--- src/rtl/ahlp_pkg.sv ---
`timescale 1ns / 1ps
// Package for the ASCII hex line parser: constants, types and helper functions.
// Used by the interface file, the register block, the parser core and the top level.
package ahlp_pkg;

    // field widths
    localparam int CHAR_W  = 8;
    localparam int SKIP_W  = 8;
    localparam int COUNT_W = 9;

    // largest line length in bytes
    localparam logic [COUNT_W-1:0] MAX_BYTES = 9'd256;

    // character codes
    localparam logic [CHAR_W-1:0] CHAR_NUL   = 8'h00;
    localparam logic [CHAR_W-1:0] CHAR_LF    = 8'h0a;
    localparam logic [CHAR_W-1:0] CHAR_CR    = 8'h0d;
    localparam logic [CHAR_W-1:0] CHAR_SPACE = 8'h20;
    localparam logic [CHAR_W-1:0] CHAR_NINE  = 8'h39;

    // nibble decode
    localparam logic [3:0] NIBBLE_MASK = 4'hf;
    localparam logic [4:0] NIBBLE_ADJ  = 5'd9;

    // register map: index taken from paddr bit 2
    localparam int APB_ADDR_W = 3;
    localparam logic REG_SKIP_LENGTH = 1'b0;
    localparam logic REG_CAPACITY    = 1'b1;

    // register reset values
    localparam logic [SKIP_W-1:0]  SKIP_LENGTH_RST = 8'd1;
    localparam logic [COUNT_W-1:0] CAPACITY_RST    = 9'd256;

    // settings seen by the core
    typedef struct packed {
        logic [SKIP_W-1:0]  skip_length;
        logic [COUNT_W-1:0] limit;
    } cfg_t;

    // one result item
    typedef struct packed {
        logic               byte_valid;
        logic [CHAR_W-1:0]  data_byte;
        logic               line_done;
        logic [COUNT_W-1:0] parsed_count;
    } res_t;

    function automatic logic is_alnum(input logic [CHAR_W-1:0] ch);
        is_alnum = (ch >= 8'h30 && ch <= 8'h39) || (ch >= 8'h41 && ch <= 8'h5a) ||
                   (ch >= 8'h61 && ch <= 8'h7a);
    endfunction

    function automatic logic is_eol(input logic [CHAR_W-1:0] ch);
        is_eol = (ch == CHAR_LF) || (ch == CHAR_CR);
    endfunction

    function automatic logic [4:0] nibble_of(input logic [CHAR_W-1:0] ch);
        logic [4:0] low;
        low = {1'b0, ch[3:0] & NIBBLE_MASK};
        nibble_of = (ch > CHAR_NINE) ? low + NIBBLE_ADJ : low;
    endfunction

endpackage

--- src/rtl/ahlp_if.sv ---
`timescale 1ns / 1ps
// Channel interfaces of the ASCII hex line parser: character input and result output.
// Depends on ahlp_pkg for the field widths.
interface ahlp_char_if
    import ahlp_pkg::*;
();
    logic              valid;
    logic              ready;
    logic [CHAR_W-1:0] char_code;

    modport source (output valid, output char_code, input ready);
    modport sink   (input valid, input char_code, output ready);
endinterface

interface ahlp_res_if
    import ahlp_pkg::*;
();
    logic               valid;
    logic               ready;
    logic               byte_valid;
    logic [CHAR_W-1:0]  data_byte;
    logic               line_done;
    logic [COUNT_W-1:0] parsed_count;

    modport source (output valid, output byte_valid, output data_byte, output line_done,
                    output parsed_count, input ready);
    modport sink   (input valid, input byte_valid, input data_byte, input line_done,
                    input parsed_count, output ready);
endinterface

--- src/rtl/ahlp_cfg.sv ---
`timescale 1ns / 1ps
// APB register block of the ASCII hex line parser: skip length and capacity.
// Depends on ahlp_pkg; the clamped line limit is handed to the core.
module ahlp_cfg
    import ahlp_pkg::*;
(
    input  logic                  clk,
    input  logic                  rst_n,
    input  logic                  psel,
    input  logic                  penable,
    input  logic                  pwrite,
    input  logic [APB_ADDR_W-1:0] paddr,
    input  logic [31:0]           pwdata,
    output logic [31:0]           prdata,
    output logic                  pready,
    output cfg_t                  cfg
);

    logic [SKIP_W-1:0]  skip_length_reg;
    logic [COUNT_W-1:0] capacity_reg;
    logic               wr_en;
    logic               reg_sel;

    assign pready  = 1'b1;
    assign reg_sel = paddr[2];
    assign wr_en   = psel && penable && pwrite && pready;

    // register writes
    always_ff @(posedge clk or negedge rst_n)
    begin
        if (!rst_n)
        begin
            skip_length_reg <= SKIP_LENGTH_RST;
            capacity_reg    <= CAPACITY_RST;
        end
        else if (wr_en)
        begin
            if (reg_sel == REG_SKIP_LENGTH)
            begin
                skip_length_reg <= pwdata[SKIP_W-1:0];
            end
            else
            begin
                capacity_reg <= pwdata[COUNT_W-1:0];
            end
        end
    end

    // read back
    always_comb
    begin
        unique case (reg_sel)
            REG_SKIP_LENGTH: prdata = {{(32-SKIP_W){1'b0}}, skip_length_reg};
            REG_CAPACITY:    prdata = {{(32-COUNT_W){1'b0}}, capacity_reg};
        endcase
    end

    // zero acts as one, anything above the maximum as the maximum
    always_comb
    begin
        cfg.skip_length = skip_length_reg;
        priority if (capacity_reg == '0)
        begin
            cfg.limit = {{(COUNT_W-1){1'b0}}, 1'b1};
        end
        else if (capacity_reg > MAX_BYTES)
        begin
            cfg.limit = MAX_BYTES;
        end
        else
        begin
            cfg.limit = capacity_reg;
        end
    end

endmodule

--- src/rtl/ahlp_core.sv ---
`timescale 1ns / 1ps
// Parser core: input register, per-character phase update and result register.
// Depends on ahlp_pkg and the channel interfaces in ahlp_if.
module ahlp_core
    import ahlp_pkg::*;
(
    input  logic       clk,
    input  logic       rst_n,
    input  cfg_t       cfg,
    ahlp_char_if.sink  in_ch,
    ahlp_res_if.source out_ch
);

    // phase codes
    localparam logic [1:0] PH_FIRST  = 2'd0;
    localparam logic [1:0] PH_SECOND = 2'd1;
    localparam logic [1:0] PH_SKIP   = 2'd2;
    localparam logic [1:0] PH_DROP   = 2'd3;

    // input stage
    logic              s1_valid_reg;
    logic [CHAR_W-1:0] s1_char_reg;

    // parse state
    logic [1:0]         phase_reg,      phase_next;
    logic [CHAR_W-1:0]  first_char_reg, first_char_next;
    logic [SKIP_W-1:0]  skip_left_reg,  skip_left_next;
    logic [COUNT_W-1:0] byte_count_reg, byte_count_next;
    logic               post_pair_reg,  post_pair_next;

    // result stage
    logic out_valid_reg;
    res_t out_res_reg;

    logic               has_res;
    res_t               res;
    logic               advance;
    logic [COUNT_W-1:0] count_inc;
    logic [4:0]         hi_nib;
    logic [4:0]         lo_nib;
    logic [CHAR_W-1:0]  pair_val;
    logic [CHAR_W-1:0]  ch;

    assign ch        = s1_char_reg;
    assign count_inc = byte_count_reg + 1'b1;
    assign hi_nib    = nibble_of(first_char_reg);
    assign lo_nib    = nibble_of(ch);
    assign pair_val  = is_alnum(first_char_reg) ?
                       ({hi_nib[3:0], 4'b0000} + {3'b000, lo_nib}) : '0;

    // the stored character moves on when its request has room or it gives none
    assign advance     = s1_valid_reg && (!out_valid_reg || out_ch.ready || !has_res);
    assign in_ch.ready = !s1_valid_reg || advance;

    // phase update for one character
    always_comb
    begin
        phase_next      = phase_reg;
        first_char_next = first_char_reg;
        skip_left_next  = skip_left_reg;
        byte_count_next = byte_count_reg;
        post_pair_next  = post_pair_reg;
        has_res         = 1'b0;
        res.byte_valid   = 1'b0;
        res.data_byte    = '0;
        res.line_done    = 1'b1;
        res.parsed_count = byte_count_reg;

        unique case (phase_reg)
            PH_FIRST:
            begin
                if (ch == CHAR_NUL || is_eol(ch))
                begin
                    has_res         = 1'b1;
                    byte_count_next = '0;
                    post_pair_next  = 1'b0;
                    skip_left_next  = '0;
                end
                else if (ch != CHAR_SPACE)
                begin
                    first_char_next = ch;
                    phase_next      = PH_SECOND;
                end
            end
            PH_SECOND:
            begin
                has_res = 1'b1;
                if (ch == CHAR_NUL)
                begin
                    byte_count_next = '0;
                    phase_next      = PH_FIRST;
                    post_pair_next  = 1'b0;
                    skip_left_next  = '0;
                end
                else
                begin
                    res.byte_valid   = 1'b1;
                    res.data_byte    = pair_val;
                    res.parsed_count = count_inc;
                    if (count_inc >= cfg.limit)
                    begin
                        res.line_done   = 1'b1;
                        byte_count_next = '0;
                        phase_next      = PH_DROP;
                        post_pair_next  = 1'b0;
                        skip_left_next  = '0;
                    end
                    else
                    begin
                        res.line_done   = 1'b0;
                        byte_count_next = count_inc;
                        if (cfg.skip_length != '0)
                        begin
                            phase_next     = PH_SKIP;
                            skip_left_next = cfg.skip_length;
                            post_pair_next = 1'b1;
                        end
                        else
                        begin
                            phase_next = PH_FIRST;
                        end
                    end
                end
            end
            PH_SKIP:
            begin
                if (ch == CHAR_NUL || (post_pair_reg && is_eol(ch)))
                begin
                    has_res         = 1'b1;
                    byte_count_next = '0;
                    phase_next      = PH_FIRST;
                    post_pair_next  = 1'b0;
                    skip_left_next  = '0;
                end
                else
                begin
                    post_pair_next = 1'b0;
                    if (skip_left_reg <= {{(SKIP_W-1){1'b0}}, 1'b1})
                    begin
                        skip_left_next = '0;
                        phase_next     = PH_FIRST;
                    end
                    else
                    begin
                        skip_left_next = skip_left_reg - 1'b1;
                    end
                end
            end
            PH_DROP:
            begin
                if (ch == CHAR_NUL || is_eol(ch))
                begin
                    phase_next = PH_FIRST;
                end
            end
        endcase
    end

    // input register
    always_ff @(posedge clk or negedge rst_n)
    begin
        if (!rst_n)
        begin
            s1_valid_reg <= 1'b0;
        end
        else if (in_ch.ready)
        begin
            s1_valid_reg <= in_ch.valid;
        end
    end

    always_ff @(posedge clk)
    begin
        if (in_ch.valid && in_ch.ready)
        begin
            s1_char_reg <= in_ch.char_code;
        end
    end

    // parse state registers
    always_ff @(posedge clk or negedge rst_n)
    begin
        if (!rst_n)
        begin
            phase_reg      <= PH_FIRST;
            first_char_reg <= '0;
            skip_left_reg  <= '0;
            byte_count_reg <= '0;
            post_pair_reg  <= 1'b0;
        end
        else if (advance)
        begin
            phase_reg      <= phase_next;
            first_char_reg <= first_char_next;
            skip_left_reg  <= skip_left_next;
            byte_count_reg <= byte_count_next;
            post_pair_reg  <= post_pair_next;
        end
    end

    // result register
    always_ff @(posedge clk or negedge rst_n)
    begin
        if (!rst_n)
        begin
            out_valid_reg <= 1'b0;
        end
        else if (advance && has_res)
        begin
            out_valid_reg <= 1'b1;
        end
        else if (out_ch.ready)
        begin
            out_valid_reg <= 1'b0;
        end
    end

    always_ff @(posedge clk)
    begin
        if (advance && has_res)
        begin
            out_res_reg <= res;
        end
    end

    assign out_ch.valid        = out_valid_reg;
    assign out_ch.byte_valid   = out_res_reg.byte_valid;
    assign out_ch.data_byte    = out_res_reg.data_byte;
    assign out_ch.line_done    = out_res_reg.line_done;
    assign out_ch.parsed_count = out_res_reg.parsed_count;

    // checks
    a_end_request_empty: assert property (@(posedge clk) disable iff (!rst_n)
        out_valid_reg && !out_res_reg.byte_valid |->
            out_res_reg.line_done && out_res_reg.data_byte == '0)
        else $error("line end request carries a byte");

    a_drop_count_clear: assert property (@(posedge clk) disable iff (!rst_n)
        phase_reg == PH_DROP |-> byte_count_reg == '0)
        else $error("count not cleared while dropping");

    a_skip_nonzero: assert property (@(posedge clk) disable iff (!rst_n)
        phase_reg == PH_SKIP |-> skip_left_reg != '0)
        else $error("skip phase with nothing left to skip");

    a_done_resets_count: assert property (@(posedge clk) disable iff (!rst_n)
        advance && has_res && res.line_done |=> byte_count_reg == '0)
        else $error("count kept after line end");

    a_no_overwrite: assert property (@(posedge clk) disable iff (!rst_n)
        advance && has_res |-> !out_valid_reg || out_ch.ready)
        else $error("pending request overwritten");

endmodule

--- src/rtl/ascii_hex_line_parser.sv ---
`timescale 1ns / 1ps
// ASCII hex line parser, top level: APB registers and parser core.
// An accepted character is held in the input register; its request then goes to the result register.
// Throughput: one character per cycle; the input register only holds while the
// result register is full, not taken, and the held character gives a request.
// Reset (rst_n, asynchronous, active low): skip length 1, capacity 256, empty line.
// Depends on ahlp_pkg, ahlp_if, ahlp_cfg and ahlp_core.
module ascii_hex_line_parser
    import ahlp_pkg::*;
(
    input  logic                  clk,
    input  logic                  rst_n,
    input  logic                  psel,
    input  logic                  penable,
    input  logic                  pwrite,
    input  logic [APB_ADDR_W-1:0] paddr,
    input  logic [31:0]           pwdata,
    output logic [31:0]           prdata,
    output logic                  pready,
    ahlp_char_if.sink             in_ch,
    ahlp_res_if.source            out_ch
);

    cfg_t cfg;

    // register block
    ahlp_cfg u_cfg (
        .clk     (clk),
        .rst_n   (rst_n),
        .psel    (psel),
        .penable (penable),
        .pwrite  (pwrite),
        .paddr   (paddr),
        .pwdata  (pwdata),
        .prdata  (prdata),
        .pready  (pready),
        .cfg     (cfg)
    );

    // parser core
    ahlp_core u_core (
        .clk    (clk),
        .rst_n  (rst_n),
        .cfg    (cfg),
        .in_ch  (in_ch),
        .out_ch (out_ch)
    );

endmodule
--- src/flat_wrapper.sv ---
// flat-port wrapper written by rule: the top's interface ports become plain ports
module ascii_hex_line_parser_flat import ahlp_pkg::*;
  (clk, rst_n, psel, penable, pwrite, paddr, pwdata, prdata, pready, in_ch_valid, in_ch_char_code, in_ch_ready, out_ch_valid, out_ch_byte_valid, out_ch_data_byte, out_ch_line_done, out_ch_parsed_count, out_ch_ready);
  ahlp_char_if in_ch_i ();
  ahlp_res_if out_ch_i ();
  input  logic clk;
  input  logic rst_n;
  input  logic psel;
  input  logic penable;
  input  logic pwrite;
  input  logic [APB_ADDR_W-1:0] paddr;
  input  logic [31:0] pwdata;
  output logic [31:0] prdata;
  output logic pready;
  input wire logic [$bits(in_ch_i.valid)-1:0] in_ch_valid;
  input wire logic [$bits(in_ch_i.char_code)-1:0] in_ch_char_code;
  output wire logic [$bits(in_ch_i.ready)-1:0] in_ch_ready;
  output wire logic [$bits(out_ch_i.valid)-1:0] out_ch_valid;
  output wire logic [$bits(out_ch_i.byte_valid)-1:0] out_ch_byte_valid;
  output wire logic [$bits(out_ch_i.data_byte)-1:0] out_ch_data_byte;
  output wire logic [$bits(out_ch_i.line_done)-1:0] out_ch_line_done;
  output wire logic [$bits(out_ch_i.parsed_count)-1:0] out_ch_parsed_count;
  input wire logic [$bits(out_ch_i.ready)-1:0] out_ch_ready;
  assign in_ch_i.valid = in_ch_valid;
  assign in_ch_i.char_code = in_ch_char_code;
  assign in_ch_ready = in_ch_i.ready;
  assign out_ch_valid = out_ch_i.valid;
  assign out_ch_byte_valid = out_ch_i.byte_valid;
  assign out_ch_data_byte = out_ch_i.data_byte;
  assign out_ch_line_done = out_ch_i.line_done;
  assign out_ch_parsed_count = out_ch_i.parsed_count;
  assign out_ch_i.ready = out_ch_ready;
  ascii_hex_line_parser u_core (.clk(clk), .rst_n(rst_n), .psel(psel), .penable(penable), .pwrite(pwrite), .paddr(paddr), .pwdata(pwdata), .prdata(prdata), .pready(pready), .in_ch(in_ch_i), .out_ch(out_ch_i));
endmodule
--- config.mk ---
export PLATFORM = sky130hd
export DESIGN_NAME = ascii_hex_line_parser_flat
export DESIGN_NICKNAME = d
export VERILOG_FILES = /design/src/rtl/ahlp_pkg.sv /design/src/rtl/ahlp_if.sv /design/src/rtl/ahlp_cfg.sv /design/src/rtl/ahlp_core.sv /design/src/rtl/ascii_hex_line_parser.sv /design/src/flat_wrapper.sv
export SDC_FILE = /design/constraint.sdc
export NUM_CORES = 1
export LEC_CHECK = 0
export ABC_CLOCK_PERIOD_IN_PS = 3250
export BUFFER_PORTS_ARGS = -buffer_cell sky130_fd_sc_hd__buf_2
export CORE_UTILIZATION = 55
export CTS_BUF_LIST = sky130_fd_sc_hd__clkbuf_2
export DETAILED_ROUTE_END_ITERATION = 10
export PLACE_DENSITY = 0.78
export SLEW_MARGIN = 20
export SYNTH_ARGS = -nofsm -noshare
export SYNTH_HDL_FRONTEND = slang
export SYNTH_SLANG_ARGS = --single-unit
--- constraint.sdc ---
create_clock -name clk -period 3.25 [get_ports clk]
set_input_delay 0.4875 -clock clk [delete_from_list [all_inputs] [get_ports clk]]
set_output_delay 0.4875 -clock clk [all_outputs]
set_load 0.02 [all_outputs]
Yosys cells after proc, flatten, opt, wreduce, memory -nomap -nowiden
Index checks and enable logic that the tools add are counted.
{"block": "totals", "reg_bits": 74, "latch_bits": 0, "ram_bits": 0, "romBits": 0, "inputBits": 50, "out_inout_bits": 54, "elab_cells": 121, "mem_count": 0}
{"block": "classes", "add_sub_neg": 5, "n_mul": 0, "div": 0, "magnitude_cmp": 11, "n_eq_ne": 13, "shift": 0, "n_mux": 40, "n_bitwise": 4, "reduce_logical": 34}
{"cell": "32-bit case mux with 2 select lines", "count": 1}
{"cell": "9-bit two-way mux", "count": 7}
{"cell": "8-bit two-way mux", "count": 7}
{"cell": "9-bit case mux with 3 select lines", "count": 1}
{"cell": "8-bit case mux with 3 select lines", "count": 1}
{"cell": "19-bit two-way mux", "count": 1}
{"cell": "8-bit by 4-bit == test with 1-bit output (second input constant)", "count": 2}
{"cell": "8-bit by 7-bit >= comparator with 1-bit output (second input constant)", "count": 2}
{"cell": "8-bit by 6-bit greater-than comparator with 1-bit output (second input constant)", "count": 2}
{"cell": "8-bit by 7-bit <= comparator with 1-bit output (second input constant)", "count": 2}
{"cell": "2-bit two-way mux", "count": 8}
{"cell": "4-bit AND reduction", "count": 3}
{"cell": "2-bit != test (second input constant)", "count": 5}
{"cell": "9-bit by 1-bit adder with 9-bit output (second input constant)", "count": 1}
{"cell": "9-bit >= comparator", "count": 1}
{"cell": "9-bit greater-than comparator (second input constant)", "count": 1}
{"cell": "1-bit logical AND", "count": 9}
{"cell": "9-bit logical NOT", "count": 1}
{"cell": "1-bit two-way mux", "count": 9}
{"cell": "8-bit by 5-bit adder with 8-bit output", "count": 1}
{"cell": "8-bit by 6-bit >= comparator with 1-bit output (second input constant)", "count": 1}
{"cell": "8-bit by 1-bit <= comparator with 1-bit output (second input constant)", "count": 1}
{"cell": "8-bit by 6-bit <= comparator with 1-bit output (second input constant)", "count": 1}
{"cell": "8-bit logical NOT", "count": 1}
{"cell": "23 further kinds", "count": 38}

Longest topological paths before layout
{"block": "logic_depth", "depth_word": 11, "ltp_mapped": 13, "ltp_nobuf": 13}

By module
Synthesis repeated with hierarchy kept, for this count alone.
{"block": "hier_totals", "hier_cells": 436, "hier_area_um2": 4580.6}
{"mod": "ahlp_core", "instances": 1, "cells_per_inst": 351, "area_per_inst_um2": 3543.4}
{"mod": "ahlp_cfg", "instances": 1, "cells_per_inst": 85, "area_per_inst_um2": 1037.2}

Worst setup path after synthesis
Ideal clock, no wire load.
{"block": "synth_path", "path_kind": "register to register", "from": "register u_core.u_core.byte_count_reg[0]", "to": "register u_core.u_core.skip_left_reg[6]", "arrival_time_ns": 2.870, "t_required_ns": 3.116, "slack_ns": 0.246, "stages_incl_launch_ff": 14, "path_buffers": 1, "period_less_slack_ns": 3.004, "path_cell_list": "dfrtp_1 ha_1 and3_1 and3_1 and3_1 xor2_1 ha_1 nand4_1 nor3_1 a211o_1 o211ai_2 buf_4 o21ai_1 o21ai_0"}
{"block": "synth_via", "elab_chain_cells": 5, "elab_cells_between_ends": 7, "classes_between": "add/sub: 1; order compare: 1; eq/ne: 1; mux: 3; reduce/logical: 1"}
{"item": "start: declaration", "line_no": "ahlp_core.sv:28", "source": "logic [COUNT_W-1:0] byte_count_reg, byte_count_next;"}
{"item": "start signal: assignment", "line_no": "ahlp_core.sv:196", "source": "byte_count_reg <= byte_count_next;"}
{"item": "9-bit by 1-bit adder with 9-bit output *", "line_no": "ahlp_core.sv:45", "source": "assign count_inc = byte_count_reg + 1'b1;"}
{"item": "9-bit >= comparator *", "line_no": "ahlp_core.sv:100", "source": "if (count_inc >= cfg.limit)"}
{"item": "8-bit two-way mux", "line_no": "ahlp_core.sv:100"}
{"item": "8-bit two-way mux", "line_no": "ahlp_core.sv:88", "source": "if (ch == CHAR_NUL)"}
{"item": "8-bit case mux with 3 select lines", "line_no": "ahlp_core.sv:69", "source": "unique case (phase_reg)"}
{"item": "end signal: assignment", "line_no": "ahlp_core.sv:195", "source": "skip_left_reg <= skip_left_next;"}
{"item": "end: declaration", "line_no": "ahlp_core.sv:27", "source": "logic [SKIP_W-1:0] skip_left_reg, skip_left_next;"}
Mark *: on every way between the ends. The rest lies on a longest branch, timed or not.
A chain may end at the register's enable or synchronous reset.

Final worst setup path
{"block": "layout_path", "from": "register u_core.u_core.byte_count_reg[0]", "to": "register u_core.u_core.skip_left_reg[1]"}
The elaborated chain is that of the path after synthesis.

==> flow_metrics.env <==
export IMPL_outcome="finished, final reports clean"
export IMPL_p_leak_nw=2.229
export IMPL_drive_gt1_share_pct=28.27
export IMPL_fp_row_count=32
export IMPL_min_period_over_period_pct=94.49
export IMPL_layout_setup_ws_ps=179.1
export IMPL_area_delta_synth_final_pct=10.44
export IMPL_synth_top_area_share_pct=25.12
export IMPL_hold_path_class="in -> reg"
export IMPL_ant_nets=0
export IMPL_netlist_area_um2=4483
export IMPL_grt_pass1_vias=3093
export IMPL_max_cap_viol_count=0
export IMPL_die_area_um2=8516
export IMPL_cts_buffers=9
export IMPL_cp_arrival_ps=3470
export IMPL_grt_overflow_total=0
export IMPL_synth_area_leaders="dfrtp_1 (25%), edfxtp_1 (18%), ha_1 (7.3%), mux2_2 (6.5%), buf_4 (4.2%)"
export IMPL_ys_ff_latch=74
export IMPL_ios=104
export IMPL_grt_max_degree=48
export IMPL_ys_flop_type="dfrtp_1"
export IMPL_place_congestion=0.8995
export IMPL_crit_fanout=12
export IMPL_num_antenna_cells=0
export IMPL_drtPass1Iterations=4
export IMPL_cts_root_buf="clkbuf_2"
export IMPL_drc=0
export IMPL_synth_edf_count=27
export IMPL_worstMarginPinSlew_ps=624.7
export IMPL_die_y_um=92.28
export IMPL_vias=3225
export IMPL_antenna_found_initial=0
export IMPL_final_common_cell="buf_2"
export IMPL_synth_avg_cell_area_um2=10.85
export IMPL_hold_viol=0
export IMPL_whs_ps=148.8
export IMPL_ir_drop_uv=452.4
export IMPL_coreArea_um2=7807
export IMPL_period_minus_slack_ps=3071
export IMPL_rsz0062_at_grt="false"
export IMPL_path_class="reg -> reg"
export IMPL_worstSetupEndpointType="register"
export IMPL_nets=552
export IMPL_totalWireLength_um=8486
export IMPL_startpoint_type="register"
export IMPL_grt_pass1_wl_um=14210
export IMPL_portBuffers=54
export IMPL_final_area_um2=4951
export IMPL_async_flop_share_pct=63.51
export IMPL_powerDensity_nw_per_um2=741.9
export IMPL_wl_per_cell_um=14.56
export IMPL_reg2reg_depth=13
export IMPL_path_clk_slew_ps=210
export IMPL_dp_cells=564
export IMPL_stdcell_count=583
export IMPL_finalSetupViolations=0
export IMPL_dp_hpwl_um=6114
export IMPL_ys_seq_area_share_pct=44.38
export IMPL_clock_path_buffers=2
export IMPL_cts_sinks=74
export IMPL_chipWidth_um=92.28
export IMPL_max_freq_mhz=325.6
export IMPL_synth_area_leader_cell="dfrtp_1"
export IMPL_via_per_inst=5.532
export IMPL_initial_core_util_pct=57.42
export IMPL_drv_slew=0
export IMPL_critical_path_required_ps=3650
export IMPL_dp_slack_ps=56.45
export IMPL_layout_common_cells="buf_2 (53), dfrtp_1 (45), nand2_1 (32)"
export IMPL_drt_iter0_drc=136
export IMPL_insertion_delay_ps=510
export IMPL_ctsHtreeMaxLevel=3
export IMPL_synth_cell_types=66
export IMPL_final_setup_tns_ps=0
export IMPL_place_area_um2=4761
export IMPL_whs_path_depth=1
export IMPL_ys_warn_count=0
export IMPL_track_usage_pct=21.26
export IMPL_cts_tree="built"
export IMPL_slew_headroom_pct=58.35
export IMPL_worst_clock_skew_ps=24.69
export IMPL_syn_inst=413
[cell families (layout without fill, tap and decap cells)]
kind of cell    after synthesis  count (layout)  share of synthesized area (%)
buf+inv                      50              96                          6.865
fa+ha+maj                    26              26                          7.256
simple gates                118             118                          14.60
compound gates               84              84                          13.06
xor+xnor                     24              24                          4.689
flops                        74              74                          44.38
mux                          35              35                          8.987
other cells                   2              24                         0.1675
[cell type report]
| type | instances | area [µm²] |
|---|---|---|
| fill | 640 | 2856 |
| multi-input combinational | 311 | 2302 |
| sequential | 74 | 1989 |
| timing repair buffer | 62 | 360.3 |
| tap | 102 | 127.6 |
| inverter | 18 | 67.56 |
| clock buffer | 12 | 60.06 |
| clock inverter | 4 | 43.79 |
[critical path: stages (launching register included)]
cell,delay (ps)
dfrtp_1,450
ha_2,200
and3_1,190
and3_1,200
and3_4,200
xor2_1,170
ha_1,340
nand4_1,160
nor3_2,180
a211o_1,280
o211ai_4,120
buf_12,170
a311oi_2,220
a21oi_1,60
[final timing paths]
| check | from | endpoint | slack (ps) |
|---|---|---|---|
| worst max-delay path | u_core.u_core.byte_count_reg[0] | u_core.u_core.skip_left_reg[1] | 180 |
| worst min-delay path | in_ch_char_code[2] | u_core.u_core.ch[2] | 150 |
| worst max register to register | u_core.u_core.byte_count_reg[0] | u_core.u_core.skip_left_reg[1] | 180 |
| worst min register to register | u_core.u_core.skip_left_reg[3] | u_core.u_core.skip_left_reg[3] | 570 |
| max in group asynchronous | rst_n | u_core.u_core.skip_left_reg[4] | 2300 |
| min in group asynchronous | rst_n | u_core.u_core.first_char_reg[2] | 510 |
[routing by layer]
metal / track usage [%] / part of all wire, % / vias up
li1: - / - / 1566
met3: 3.566 / 3.8 / 17
met4: 8.984 / 1.9 / 0
met1: 28.07 / 47 / 1562
met2: 34.64 / 48 / 80
met5: 0 / 0 / -
[synthesized netlist by cell type, types with 9 or more instances]
master,count
nand2b_1,10
nor3_1,9
o21ai_0,24
edfxtp_1,27
xnor2_1,12
inv_1,15
a21oi_1,15
dfrtp_1,45
ha_1,26
xor2_1,12
nor2_1,28
buf_4,25
mux2_2,26
nand2_1,33
[metrics by stage]
stage	util, %	power [mW]
after floorplan	-	2.720
after global placement	60.98	3.036
after detailed placement	60.98	3.102
after CTS	62.31	3.592
after global routing	63.41	3.939
final	63.41	3.673
[timing repair]
| item | 4_1_cts | 5_1_grt |
|---|---|---|
| setup buffers | 0 | 2 |
| endpoints found under the setup margin | 0 | 17 |
| resized for setup | 0 | 11 |
| endpoints found under the hold margin | 0 | 14 |
| hold buffers | 0 | 1 |
[power by group]
part	internal, mW	switching (mW)	leakage (nW)
Sequential	1.24	0.228	0.847
Clock	0.184	0.314	0.0760
Combinational	0.719	0.991	1.31
Total	2.14	1.53	2.23
No activity file was read; power rests on OpenSTA's default activity.
